[src/dap_pkg.sv]
package dap_pkg;

  localparam logic [7:0] ChZero  = 8'h30;
  localparam logic [7:0] ChNine  = 8'h39;
  localparam logic [7:0] ChPlus  = 8'h2B;
  localparam logic [7:0] ChMinus = 8'h2D;
  localparam logic [7:0] ChDot   = 8'h2E;

  // largest magnitude that may still take another digit
  localparam logic [63:0] MagQuot = 64'd922337203685477580;
  localparam logic [3:0]  PosRem  = 4'd7;
  localparam logic [3:0]  NegRem  = 4'd8;

  localparam logic [8:0] FracMax = 9'd256;
  localparam logic [1:0] DotMax  = 2'd2;

  typedef enum logic [2:0] {
    ERR_OK        = 3'd0,
    ERR_PLUS      = 3'd1,
    ERR_EMPTY     = 3'd2,
    ERR_MULTI_DOT = 3'd3,
    ERR_MISSING   = 3'd4,
    ERR_PREC_LONG = 3'd5,
    ERR_NON_DIGIT = 3'd6,
    ERR_RANGE     = 3'd7
  } err_t;

  typedef enum logic [1:0] {
    DIG_NONE      = 2'd0,
    DIG_NON_DIGIT = 2'd1,
    DIG_RANGE     = 2'd2
  } dig_err_t;

  typedef struct packed {
    logic [63:0] mag;
    logic [63:0] neg_mag;
    logic        is_negative;
    logic        at_first_char;
    logic        plus_seen;
    logic [1:0]  dot_count;
    logic        whole_seen;
    logic [8:0]  frac_len;
    dig_err_t    dig_err;
  } state_t;

  localparam state_t StateReset = '{
    mag:           64'd0,
    neg_mag:       64'd0,
    is_negative:   1'b0,
    at_first_char: 1'b1,
    plus_seen:     1'b0,
    dot_count:     2'd0,
    whole_seen:    1'b0,
    frac_len:      9'd0,
    dig_err:       DIG_NONE
  };

endpackage

[src/dap_if.sv]
interface dap_in_if;
  logic       valid;
  logic       ready;
  logic [7:0] char_code;
  logic       last;

  modport source (output valid, output char_code, output last, input ready);
  modport sink (input valid, input char_code, input last, output ready);
endinterface

interface dap_out_if;
  logic               valid;
  logic               ready;
  logic signed [63:0] amount;
  logic        [7:0]  precision;
  logic        [2:0]  error_code;

  modport source (output valid, output amount, output precision, output error_code,
                  input ready);
  modport sink (input valid, input amount, input precision, input error_code,
                output ready);
endinterface

[src/dap_step.sv]
module dap_step (
  input  dap_pkg::state_t    state,
  input  logic [7:0]         char_code,
  output dap_pkg::state_t    state_next,
  output logic signed [63:0] amount,
  output logic [7:0]         precision,
  output dap_pkg::err_t      error_code
);

  logic        take;
  logic        char_is_num;
  logic [3:0]  digit;
  logic [3:0]  rem;
  logic        over;
  logic [63:0] mag_acc;
  logic [63:0] neg_acc;
  logic        neg_next;

  assign neg_next = state.at_first_char ? (char_code == dap_pkg::ChMinus) : state.is_negative;
  assign take = !state.at_first_char ||
                ((char_code != dap_pkg::ChPlus) && (char_code != dap_pkg::ChMinus));
  assign char_is_num = (char_code >= dap_pkg::ChZero) && (char_code <= dap_pkg::ChNine);
  assign digit = 4'(char_code - dap_pkg::ChZero);
  assign rem = neg_next ? dap_pkg::NegRem : dap_pkg::PosRem;
  assign over = (state.mag > dap_pkg::MagQuot) ||
                ((state.mag == dap_pkg::MagQuot) && (digit > rem));
  // times ten as shift-add, negated copy runs alongside
  assign mag_acc = (state.mag << 3) + (state.mag << 1) + 64'(digit);
  assign neg_acc = (state.neg_mag << 3) + (state.neg_mag << 1) - 64'(digit);

  always_comb begin
    state_next = state;
    state_next.at_first_char = 1'b0;
    state_next.is_negative = neg_next;
    if (state.at_first_char && (char_code == dap_pkg::ChPlus)) begin
      state_next.plus_seen = 1'b1;
    end
    if (take) begin
      if (char_code == dap_pkg::ChDot) begin
        if (state.dot_count != dap_pkg::DotMax) begin
          state_next.dot_count = state.dot_count + 2'd1;
        end
      end else begin
        if (state.dot_count == 2'd0) begin
          state_next.whole_seen = 1'b1;
        end else if (state.frac_len != dap_pkg::FracMax) begin
          state_next.frac_len = state.frac_len + 9'd1;
        end
        if (state.dig_err == dap_pkg::DIG_NONE) begin
          if (!char_is_num) begin
            state_next.dig_err = dap_pkg::DIG_NON_DIGIT;
          end else if (over) begin
            state_next.dig_err = dap_pkg::DIG_RANGE;
          end else begin
            state_next.mag = mag_acc;
            state_next.neg_mag = neg_acc;
          end
        end
      end
    end
  end

  always_comb begin
    priority if (state_next.plus_seen) begin
      error_code = dap_pkg::ERR_PLUS;
    end else if (state_next.is_negative && state_next.dot_count == 2'd0 &&
                 !state_next.whole_seen) begin
      error_code = dap_pkg::ERR_EMPTY;
    end else if (state_next.dot_count == dap_pkg::DotMax) begin
      error_code = dap_pkg::ERR_MULTI_DOT;
    end else if (state_next.dot_count == 2'd1 &&
                 (!state_next.whole_seen || state_next.frac_len == 9'd0)) begin
      error_code = dap_pkg::ERR_MISSING;
    end else if (state_next.dot_count == 2'd1 && state_next.frac_len[8]) begin
      error_code = dap_pkg::ERR_PREC_LONG;
    end else if (state_next.dig_err == dap_pkg::DIG_NON_DIGIT) begin
      error_code = dap_pkg::ERR_NON_DIGIT;
    end else if (state_next.dig_err == dap_pkg::DIG_RANGE) begin
      error_code = dap_pkg::ERR_RANGE;
    end else begin
      error_code = dap_pkg::ERR_OK;
    end
  end

  always_comb begin
    if (error_code == dap_pkg::ERR_OK) begin
      amount = state_next.is_negative ? state_next.neg_mag : state_next.mag;
      precision = state_next.frac_len[7:0];
    end else begin
      amount = 64'sd0;
      precision = 8'd0;
    end
  end

endmodule

[src/decimal_amount_parser.sv]
// Parses a signed ASCII decimal amount arriving one character per word on din,
// the final character flagged by last, and delivers one word on dout holding the
// signed amount in smallest units, the count of fraction digits and an error
// code. A character is taken every cycle unless a final character is held in
// the input register for a busy output; it is registered, folded into the
// running state (times-ten accumulate with exact overflow check), and on the
// final character the result lands in the output register. Throughput is one
// character per cycle as long as dout is drained; an output word that waits
// blocks only the next final character.
module decimal_amount_parser (
  input logic       clk,
  input logic       rst,
  dap_in_if.sink    din,
  dap_out_if.source dout
);

  logic               s1_valid;
  logic [7:0]         s1_char;
  logic               s1_last;
  dap_pkg::state_t    state;
  dap_pkg::state_t    state_next;
  logic signed [63:0] res_amount;
  logic [7:0]         res_precision;
  dap_pkg::err_t      res_error;
  logic               out_valid;
  logic signed [63:0] out_amount;
  logic [7:0]         out_precision;
  logic [2:0]         out_error;
  logic               out_free;
  logic               s1_adv;

  dap_step u_step (
    .state      (state),
    .char_code  (s1_char),
    .state_next (state_next),
    .amount     (res_amount),
    .precision  (res_precision),
    .error_code (res_error)
  );

  assign out_free = !out_valid || dout.ready;
  assign s1_adv = s1_valid && (!s1_last || out_free);
  assign din.ready = !s1_valid || s1_adv;

  assign dout.valid = out_valid;
  assign dout.amount = out_amount;
  assign dout.precision = out_precision;
  assign dout.error_code = out_error;

  always_ff @(posedge clk) begin
    if (rst) begin
      s1_valid <= 1'b0;
      state <= dap_pkg::StateReset;
      out_valid <= 1'b0;
    end else begin
      if (din.ready) begin
        s1_valid <= din.valid;
      end
      if (s1_adv) begin
        state <= s1_last ? dap_pkg::StateReset : state_next;
      end
      if (s1_adv && s1_last) begin
        out_valid <= 1'b1;
      end else if (dout.ready) begin
        out_valid <= 1'b0;
      end
    end
  end

  // input word register
  always_ff @(posedge clk) begin
    if (din.ready && din.valid) begin
      s1_char <= din.char_code;
      s1_last <= din.last;
    end
  end

  // result word register
  always_ff @(posedge clk) begin
    if (s1_adv && s1_last) begin
      out_amount <= res_amount;
      out_precision <= res_precision;
      out_error <= res_error;
    end
  end

endmodule
[src/flat_wrapper.sv]
// flat-port wrapper written by rule: the top's interface ports become plain ports
module decimal_amount_parser_flat 
  (clk, rst, din_valid, din_char_code, din_last, din_ready, dout_valid, dout_amount, dout_precision, dout_error_code, dout_ready);
  dap_in_if din_i ();
  dap_out_if dout_i ();
  input logic clk;
  input logic rst;
  input wire logic [$bits(din_i.valid)-1:0] din_valid;
  input wire logic [$bits(din_i.char_code)-1:0] din_char_code;
  input wire logic [$bits(din_i.last)-1:0] din_last;
  output wire logic [$bits(din_i.ready)-1:0] din_ready;
  output wire logic [$bits(dout_i.valid)-1:0] dout_valid;
  output wire logic [$bits(dout_i.amount)-1:0] dout_amount;
  output wire logic [$bits(dout_i.precision)-1:0] dout_precision;
  output wire logic [$bits(dout_i.error_code)-1:0] dout_error_code;
  input wire logic [$bits(dout_i.ready)-1:0] dout_ready;
  assign din_i.valid = din_valid;
  assign din_i.char_code = din_char_code;
  assign din_i.last = din_last;
  assign din_ready = din_i.ready;
  assign dout_valid = dout_i.valid;
  assign dout_amount = dout_i.amount;
  assign dout_precision = dout_i.precision;
  assign dout_error_code = dout_i.error_code;
  assign dout_i.ready = dout_ready;
  decimal_amount_parser u_core (.clk(clk), .rst(rst), .din(din_i), .dout(dout_i));
endmodule
[config.mk]
export PLATFORM = sky130hd
export DESIGN_NAME = decimal_amount_parser_flat
export DESIGN_NICKNAME = d
export VERILOG_FILES = /design/src/dap_pkg.sv /design/src/dap_if.sv /design/src/dap_step.sv /design/src/decimal_amount_parser.sv /design/src/flat_wrapper.sv
export SDC_FILE = /design/constraint.sdc
export NUM_CORES = 1
export LEC_CHECK = 0
export ABC_AREA = 0
export BUFFER_PORTS_ARGS = -buffer_cell sky130_fd_sc_hd__buf_2
export CAP_MARGIN = 20
export CELL_PAD_IN_SITES_DETAIL_PLACEMENT = 1
export CELL_PAD_IN_SITES_GLOBAL_PLACEMENT = 1
export CORE_ASPECT_RATIO = 0.6
export CORE_UTILIZATION = 44
export CTS_CLUSTER_SIZE = 8
export DETAILED_ROUTE_END_ITERATION = 6
export GPL_TIMING_DRIVEN = 0
export PLACE_DENSITY_LB_ADDON = 0.1
export SETUP_SLACK_MARGIN = 0.2
export SYNTH_ARGS = -nofsm -noshare
export SYNTH_HDL_FRONTEND = slang
export SYNTH_SLANG_ARGS = --single-unit
[constraint.sdc]
create_clock -name clk -period 4.05 [get_ports clk]
set_input_delay 0.81 -clock clk [delete_from_list [all_inputs] [get_ports clk]]
set_output_delay 0.81 -clock clk [all_outputs]
set_load 0.03 [all_outputs]
== Word-level counts from Yosys, hierarchy flattened ==
Index checks and enable logic that the tools add are counted.
W data, S select, Z words.

* Add/sub/neg operators: 7
* Eq/ne operators: 12
* $lt $le $gt $ge: 4
* Muxes and demuxes: 29
* Reduce and logical (&&, ||, !) cells: 28

{| class="wikitable"
|+ Operator list
! cell !! number
|-
| $mux W128 || 5
|-
| $mux W145 || 1
|-
| $add A64 B64 Y64 || 2
|-
| $add A64 B4 Y64 || 1
|-
| $eq A64 B60 Y1 const B || 1
|-
| $gt A64 B60 Y1 const B || 1
|-
| $mux W64 || 1
|-
| $sub A64 B4 Y64 || 1
|-
| $eq A8 B6 Y1 const B || 3
|-
| $mux W3 || 7
|-
| $mux W9 || 2
|-
| $ne A8 B6 Y1 const B || 2
|-
| $mux W14 || 1
|-
| $mux W12 || 1
|-
| $logic_and A1 B1 Y1 || 11
|-
| $mux W2 || 5
|-
| $add A9 B1 Y9 const B || 1
|-
| $logic_not A9 Y1 || 1
|-
| $ne A9 B9 Y1 const B || 1
|-
| $ge A8 B6 Y1 const B || 1
|-
| $le A8 B6 Y1 const B || 1
|-
| $logic_not A2 Y1 || 3
|-
| $logic_or A1 B1 Y1 || 6
|-
| $logic_not A1 Y1 || 5
|-
| 10 further kinds || 16
|}

* Register bits after elaboration: 231
* Output and inout bits: 77
* Logic and storage cells: 96
* Input port bits: 13

== Depth between registers and ports, before layout ==
* Depth after elaboration: 20
* Depth in mapped cells: 22

== Hierarchy ==
From an unflattened synthesis, not the netlist that was laid out.

* Cell total of the unflattened synthesis: 2483
* Area total of the unflattened synthesis: 20169.3 µm²

{| class="wikitable"
|+ Modules (own cells, without submodules)
! module !! sequential area each (µm²) !! cells an instance !! area each (µm²) !! times used
|-
| dap_step || 0.0 || 2061 || 13142.6 || 1
|-
| decimal_amount_parser || 5465.2 || 422 || 7026.7 || 1
|}

== Least setup slack after synthesis ==
No wires, ideal clock.

* Path kind: flip-flop to flip-flop
* Start point: reg u_core.s1_char[2]
* End point: reg u_core.out_amount[59], in the netlist u_core.dout.amount[59], data pin
* Setup slack: -0.301 ns
* Buffers on the path: 3
* Stages on the path, launching flop included: 21
* Data required time: 3.919 ns
* Setup time: 0.131 ns
* Arrival time: 4.220 ns
* Cell sequence: edfxtp_1 > inv_1 > or3_1 > o21a_1 > inv_1 > buf_6 > clkbuf_1 > clkbuf_1 > ha_1 > o31ai_1 > a221o_1 > nand4_1 > o211ai_2 > o31ai_1 > ha_1 > nand2_1 > a21oi_1 > a221oi_2 > nand4b_4 > a2111oi_2 > a31o_1

* Word-level cells in the longest chain between the ends: 20
* Elaborated cells on any way between the ends: 52
* Classes of those cells: add/sub: 3; order compare: 3; eq/ne: 9; mux: 22; reduce/logical: 15

{| class="wikitable"
|+ RTL lines
! item !! RTL line !! RTL
|-
| from (decl) || decimal_amount_parser.sv:18 || <nowiki>logic [7:0] s1_char;</nowiki>
|-
| from (signal assigned) || decimal_amount_parser.sv:73 || <nowiki>s1_char <= din.char_code;</nowiki>
|-
| $eq A8 B6 Y1 || dap_step.sv:19 || <nowiki>assign neg_next = state.at_first_char ? (char_code == dap_pkg::ChMinus) : state.is_negative;</nowiki>
|-
| $mux W1 || dap_step.sv:19 ||
|-
| $mux W4 || dap_step.sv:24 || <nowiki>assign rem = neg_next ? dap_pkg::NegRem : dap_pkg::PosRem;</nowiki>
|-
| $gt A4 B4 Y1 || dap_step.sv:26 || <nowiki>((state.mag == dap_pkg::MagQuot) && (digit > rem));</nowiki>
|-
| $logic_and A1 B1 Y1 || dap_step.sv:26 ||
|-
| $logic_or A1 B1 Y1 || dap_step.sv:25 || <nowiki>assign over = (state.mag > dap_pkg::MagQuot) ||</nowiki>
|-
| $mux W2 || dap_step.sv:52 || <nowiki>end else if (over) begin</nowiki>
|-
| $mux W2 || dap_step.sv:50 || <nowiki>if (!char_is_num) begin</nowiki>
|-
| [4 not listed] || n/a ||
|-
| $mux W3 || dap_step.sv:78 || <nowiki>end else if (state_next.dig_err == dap_pkg::DIG_RANGE) begin</nowiki>
|-
| $mux W3 || dap_step.sv:76 || <nowiki>end else if (state_next.dig_err == dap_pkg::DIG_NON_DIGIT) begin</nowiki>
|-
| $mux W3 || dap_step.sv:74 || <nowiki>end else if (state_next.dot_count == 2'd1 && state_next.frac_len[8]) begin</nowiki>
|-
| $mux W3 || dap_step.sv:71 || <nowiki>end else if (state_next.dot_count == 2'd1 &&</nowiki>
|-
| $mux W3 || dap_step.sv:69 || <nowiki>end else if (state_next.dot_count == dap_pkg::DotMax) begin</nowiki>
|-
| $mux W3 || dap_step.sv:66 || <nowiki>end else if (state_next.is_negative && state_next.dot_count == 2'd0 &&</nowiki>
|-
| $mux W3 || dap_step.sv:64 || <nowiki>priority if (state_next.plus_seen) begin</nowiki>
|-
| $logic_not A3 Y1 || dap_step.sv:86 || <nowiki>if (error_code == dap_pkg::ERR_OK) begin</nowiki>
|-
| to (signal assigned) || decimal_amount_parser.sv:81 || <nowiki>out_amount <= res_amount;</nowiki>
|-
| to (decl) || decimal_amount_parser.sv:26 || <nowiki>logic signed [63:0] out_amount;</nowiki>
|}

Several ways; a longest one is shown, not always the timed one.
A chain may end at the register's enable or synchronous reset.

== Worst setup path in the final report ==
* Start point: reg u_core.s1_char[7]
* End point: reg u_core.out_amount[48], in the netlist u_core.dout.amount[48], data pin

Same word-level chain as after synthesis.

==> flow_metrics.py <==
metrics = {
    "global_route": {
        "grt_max_degree": 44,
        "grt_pass1_vias": 22315,
        "antenna_found_initial": 3,
        "grt_pass1_wl_um": 145800,
        "grt_overflow": 0,
        "track_usage": 0.4083,
    },
    "placed_design": {
        "hpwlAfterDp_um": 75770,
        "routabilityCongestion": 1.010,
        "portBuffers": 88,
    },
    "routing": {
        "viasPerCell": 6.762,
        "wl_met1_um": 45480,
        "route.final.wire_length_um": 104300,
        "wl_per_cell_um": 30.08,
        "routed-wl-met2_um": 38730,
        "drt_iter0_markers": 3435,
        "drtAntennaViolNets": 0,
        "drc_errors": 0,
        "drt_pass1_iterations": 6,
        "top_layer_used": "met5",
        "vias": 23450,
        "wl_met3_um": 15150,
    },
    "worst_hold_path": {
        "hold_path.class": "reg -> reg",
    },
    "yosys": {
        "yosys_warnings": 0,
        "synth.most_common_cell": "nor2_1",
        "synth_xor_area_frac": 0.05180,
        "synthCells": 2605,
        "ys_ff_latch": 231,
        "synth_seq_area_share": 0.2628,
        "synth_mux_area_frac": 0.01865,
        "synth_compound_area_frac": 0.2639,
        "yosysTopAreaCell": "ha_1",
        "syn_avg_cell_area_um2": 7.984,
        "synthAdderAreaFrac": 0.1549,
        "netlist.area_leader.share": 0.1510,
        "yosys.area_share.simple": 0.1734,
        "synth-edff-count": 84,
        "synth_area_leaders": "ha_1 (15%), dfxtp_1 (14%), edfxtp_1 (12%)",
        "synth_common_cells": "nor2_1 (271), ha_1 (251), nand2_1 (238)",
        "synth_area_um2": 20800,
        "synthFlopType": "dfxtp_1",
        "synth_top_family_by_area": "compound AO/OA/AOI/OAI gates",
        "async_flop_share": 0,
        "synthesis.nets": 2873,
        "synth.distinct_cells": 101,
    },
    "die": {
        "die_w_um": 282.7,
        "row_count": 61,
        "ios": 90,
        "die_y_um": 170.4,
        "die_area_um2": 48170,
        "start_util": 0.4474,
        "coreArea_um2": 46480,
    },
    "pwr": {
        "seqPwrFrac": 0.366,
        "power_frac_comb": 0.207,
        "power.switching_mw": 2.161,
        "ir_drop_mv": 0.2506,
        "leakagePower_nw": 11.46,
        "power_frac_clock": 0.427,
        "p_int_mw": 4.516,
        "netSwitchingFraction": 0.3236,
        "powerDensity_nw_per_um2": 254.3,
    },
    "sta": {
        "period_needed_ns": 4.662,
        "clock.fmax_ghz": 0.2145,
        "post-route-period-util": 1.151,
        "hold_viol": 0,
        "fin_skew_ns": 0.03039,
        "slew-limit-headroom": 0.1438,
        "worstMarginPinSlew_ns": 1.284,
        "timing.final.max_slew_violations": 0,
        "setup_viol": 179,
        "rsz0062_at_grt": "yes",
        "hold_ws_ns": 0.4529,
        "setup_slack_ns": -0.6115,
    },
    "worst_setup_path": {
        "crit_family": "compound AO/OA/AOI/OAI gates",
        "max_stage_delay_ns": 0.40,
        "cp.buffers_inverters": 6,
        "end_kind": "flop",
        "cp_max_fo": 8,
        "crit_path_cell_trace": "nor3b_4 > nand3b_1 > o21a_4 > inv_8 > buf_12 > clkbuf_16 > clkbuf_16 > ha_4 > o31ai_4 > a221o_1 > nand4_1 > o211ai_4 > o31ai_4 > ha_2 > nand2_2 > a21oi_2 > a221oi_2 > nand4b_4 > buf_12 > buf_8 > a31oi_1 > o21ai_1 > a21oi_2",
        "critPathKind": "reg -> reg",
        "cp_slowest_cell": "edfxtp_1",
        "arrival_ns": 5.05,
        "required_ns": 4.44,
        "startpoint_type": "flop",
    },
    "outcome": {
        "status": "complete, but fails checks",
        "violations": "negative setup slack",
    },
    "clock_tree": {
        "cts_buffer_depth": 3,
        "ctsHtreeMaxLevel": 2,
        "root_buffer": "clkbuf_16",
        "worstSkewPairLatency_ns": 0.55,
        "cts.sinks": 231,
        "holdBufCountCts": 0,
        "numCtsBuffers": 35,
        "cts_tree": "done",
        "path_clk_slew_ns": 0.06,
    },
    "job": {
        "maxCapViolations": 0,
    },
    "final_layout": {
        "utilization": 0.5649,
        "drive_above_1_share": 0.2012,
        "n_fill_cell": 5423,
        "area_growth_pct": 26.25,
        "fin_nets": 3085,
        "diodes": 0,
    },
}
-- flip-flops by register name (all words and copies together) (netlist names) --
signal,count
u_core.dout.valid,1
u_core.state,145
u_core.dout.precision,8
u_core.s1_valid,1
u_core.s1_char,8
u_core.s1_last,1
u_core.dout.error_code,3
u_core.dout.amount,64
-- cell type report --
cell class                 instances  area (um2)  share of cell area
buffer                           146        1089             0.04146
clock buffer                      55       960.9             0.03660
clock inverter                     3       37.54            0.001430
inverter                         228       865.8             0.03298
multi-input combinational       2000       15620              0.5950
sequential                       231        5469              0.2083
tap                              630       788.3             0.03002
timing repair buffer             175        1424             0.05423
-- kinds of logic (layout without fill, tap and decap cells) --
| kind of cell | count (synthesis) | count (layout) |
|---|---|---|
| XOR/XNOR | 123 | 123 |
| buffers and inverters | 374 | 607 |
| AND/OR/NAND/NOR | 775 | 775 |
| flip-flops | 231 | 231 |
| multiplexers | 32 | 32 |
| adder cells (fa/ha/maj) | 255 | 255 |
| AO/OA/AOI/OAI | 815 | 815 |
-- final timing paths --
check,startpoint,to,slack [ns],cells past startpoint
min reg2reg,u_core.state[68],u_core.state[68],0.45,2
max reg2reg,u_core.s1_char[7],u_core.dout.amount[48],-0.61,23
max,u_core.s1_char[7],u_core.dout.amount[48],-0.61,23
min,u_core.state[68],u_core.state[68],0.45,2
-- worst register-to-register path: stages (launching register included) --
cell	delay, ns
edfxtp_1	0.40
nor3b_4	0.34
nand3b_1	0.18
o21a_4	0.28
inv_8	0.06
buf_12	0.09
clkbuf_16	0.12
clkbuf_16	0.13
ha_4	0.20
o31ai_4	0.22
a221o_1	0.27
nand4_1	0.20
o211ai_4	0.25
o31ai_4	0.12
ha_2	0.20
nand2_2	0.06
a21oi_2	0.05
a221oi_2	0.30
nand4b_4	0.16
buf_12	0.19
buf_8	0.17
a31oi_1	0.20
o21ai_1	0.15
a21oi_2	0.19
-- repair_timing --
item	4_1_cts	5_1_grt
cloned	3	2
setup endpoints to repair	204	201
resized for setup	353	136
buffers inserted	58	21
pin swaps	38	43
-- cell usage in the layout (no fill, tap or decap), types with 48 or more instances in the layout --
| master | Yosys | routed |
|---|---|---|
| a21o_1 | 76 | 75 |
| a21oi_1 | 226 | 177 |
| buf_2 | 39 | 99 |
| buf_4 | 9 | 68 |
| clkbuf_1 | 82 | 94 |
| dfxtp_1 | 147 | 144 |
| edfxtp_1 | 84 | 84 |
| ha_1 | 251 | 248 |
| inv_1 | 227 | 224 |
| nand2_1 | 238 | 233 |
| nor2_1 | 271 | 243 |
| o21ai_0 | 128 | 99 |
| xnor2_1 | 71 | 59 |
| xor2_1 | 52 | 48 |
-- power groups by stage --
stage | Clock (mW) | Sequential, mW | Combinational, mW
detailed placement | 0 | 2.50 | 1.05
global route | 2.87 | 2.45 | 1.41
global placement | 0 | 2.50 | 1.03
CTS | 2.76 | 2.45 | 1.20
floorplan | 0 | 2.52 | 0.630
finish | 2.85 | 2.45 | 1.38
-- per-layer routing --
metal | global-route usage | up-vias
met2 | 0.5247 | 1670
li1 | - | 9869
met4 | 0.1455 | 2
met5 | 0 | -
met1 | 0.6088 | 11485
met3 | 0.1424 | 424
-- per-stage QoR --
stage | cells | worst slack [ns] | area, um2 | total power [mW] | setup TNS, ns
2_1_floorplan | 2605 | 0.1417 | 20850 | 3.151 | 0
5_1_grt | 3468 | -0.6350 | 26260 | 6.729 | -42.07
3_5_place_dp | 3324 | -1.835 | 22110 | 3.548 | -271.74
3_3_place_gp | 3323 | -1.748 | 22070 | 3.526 | -251.49
6_report | 3468 | -0.6115 | 26260 | 6.677 | -40.32
4_1_cts | 3443 | -0.3564 | 25360 | 6.409 | -17.41
Note: power is estimated with default switching activity, not from simulation.
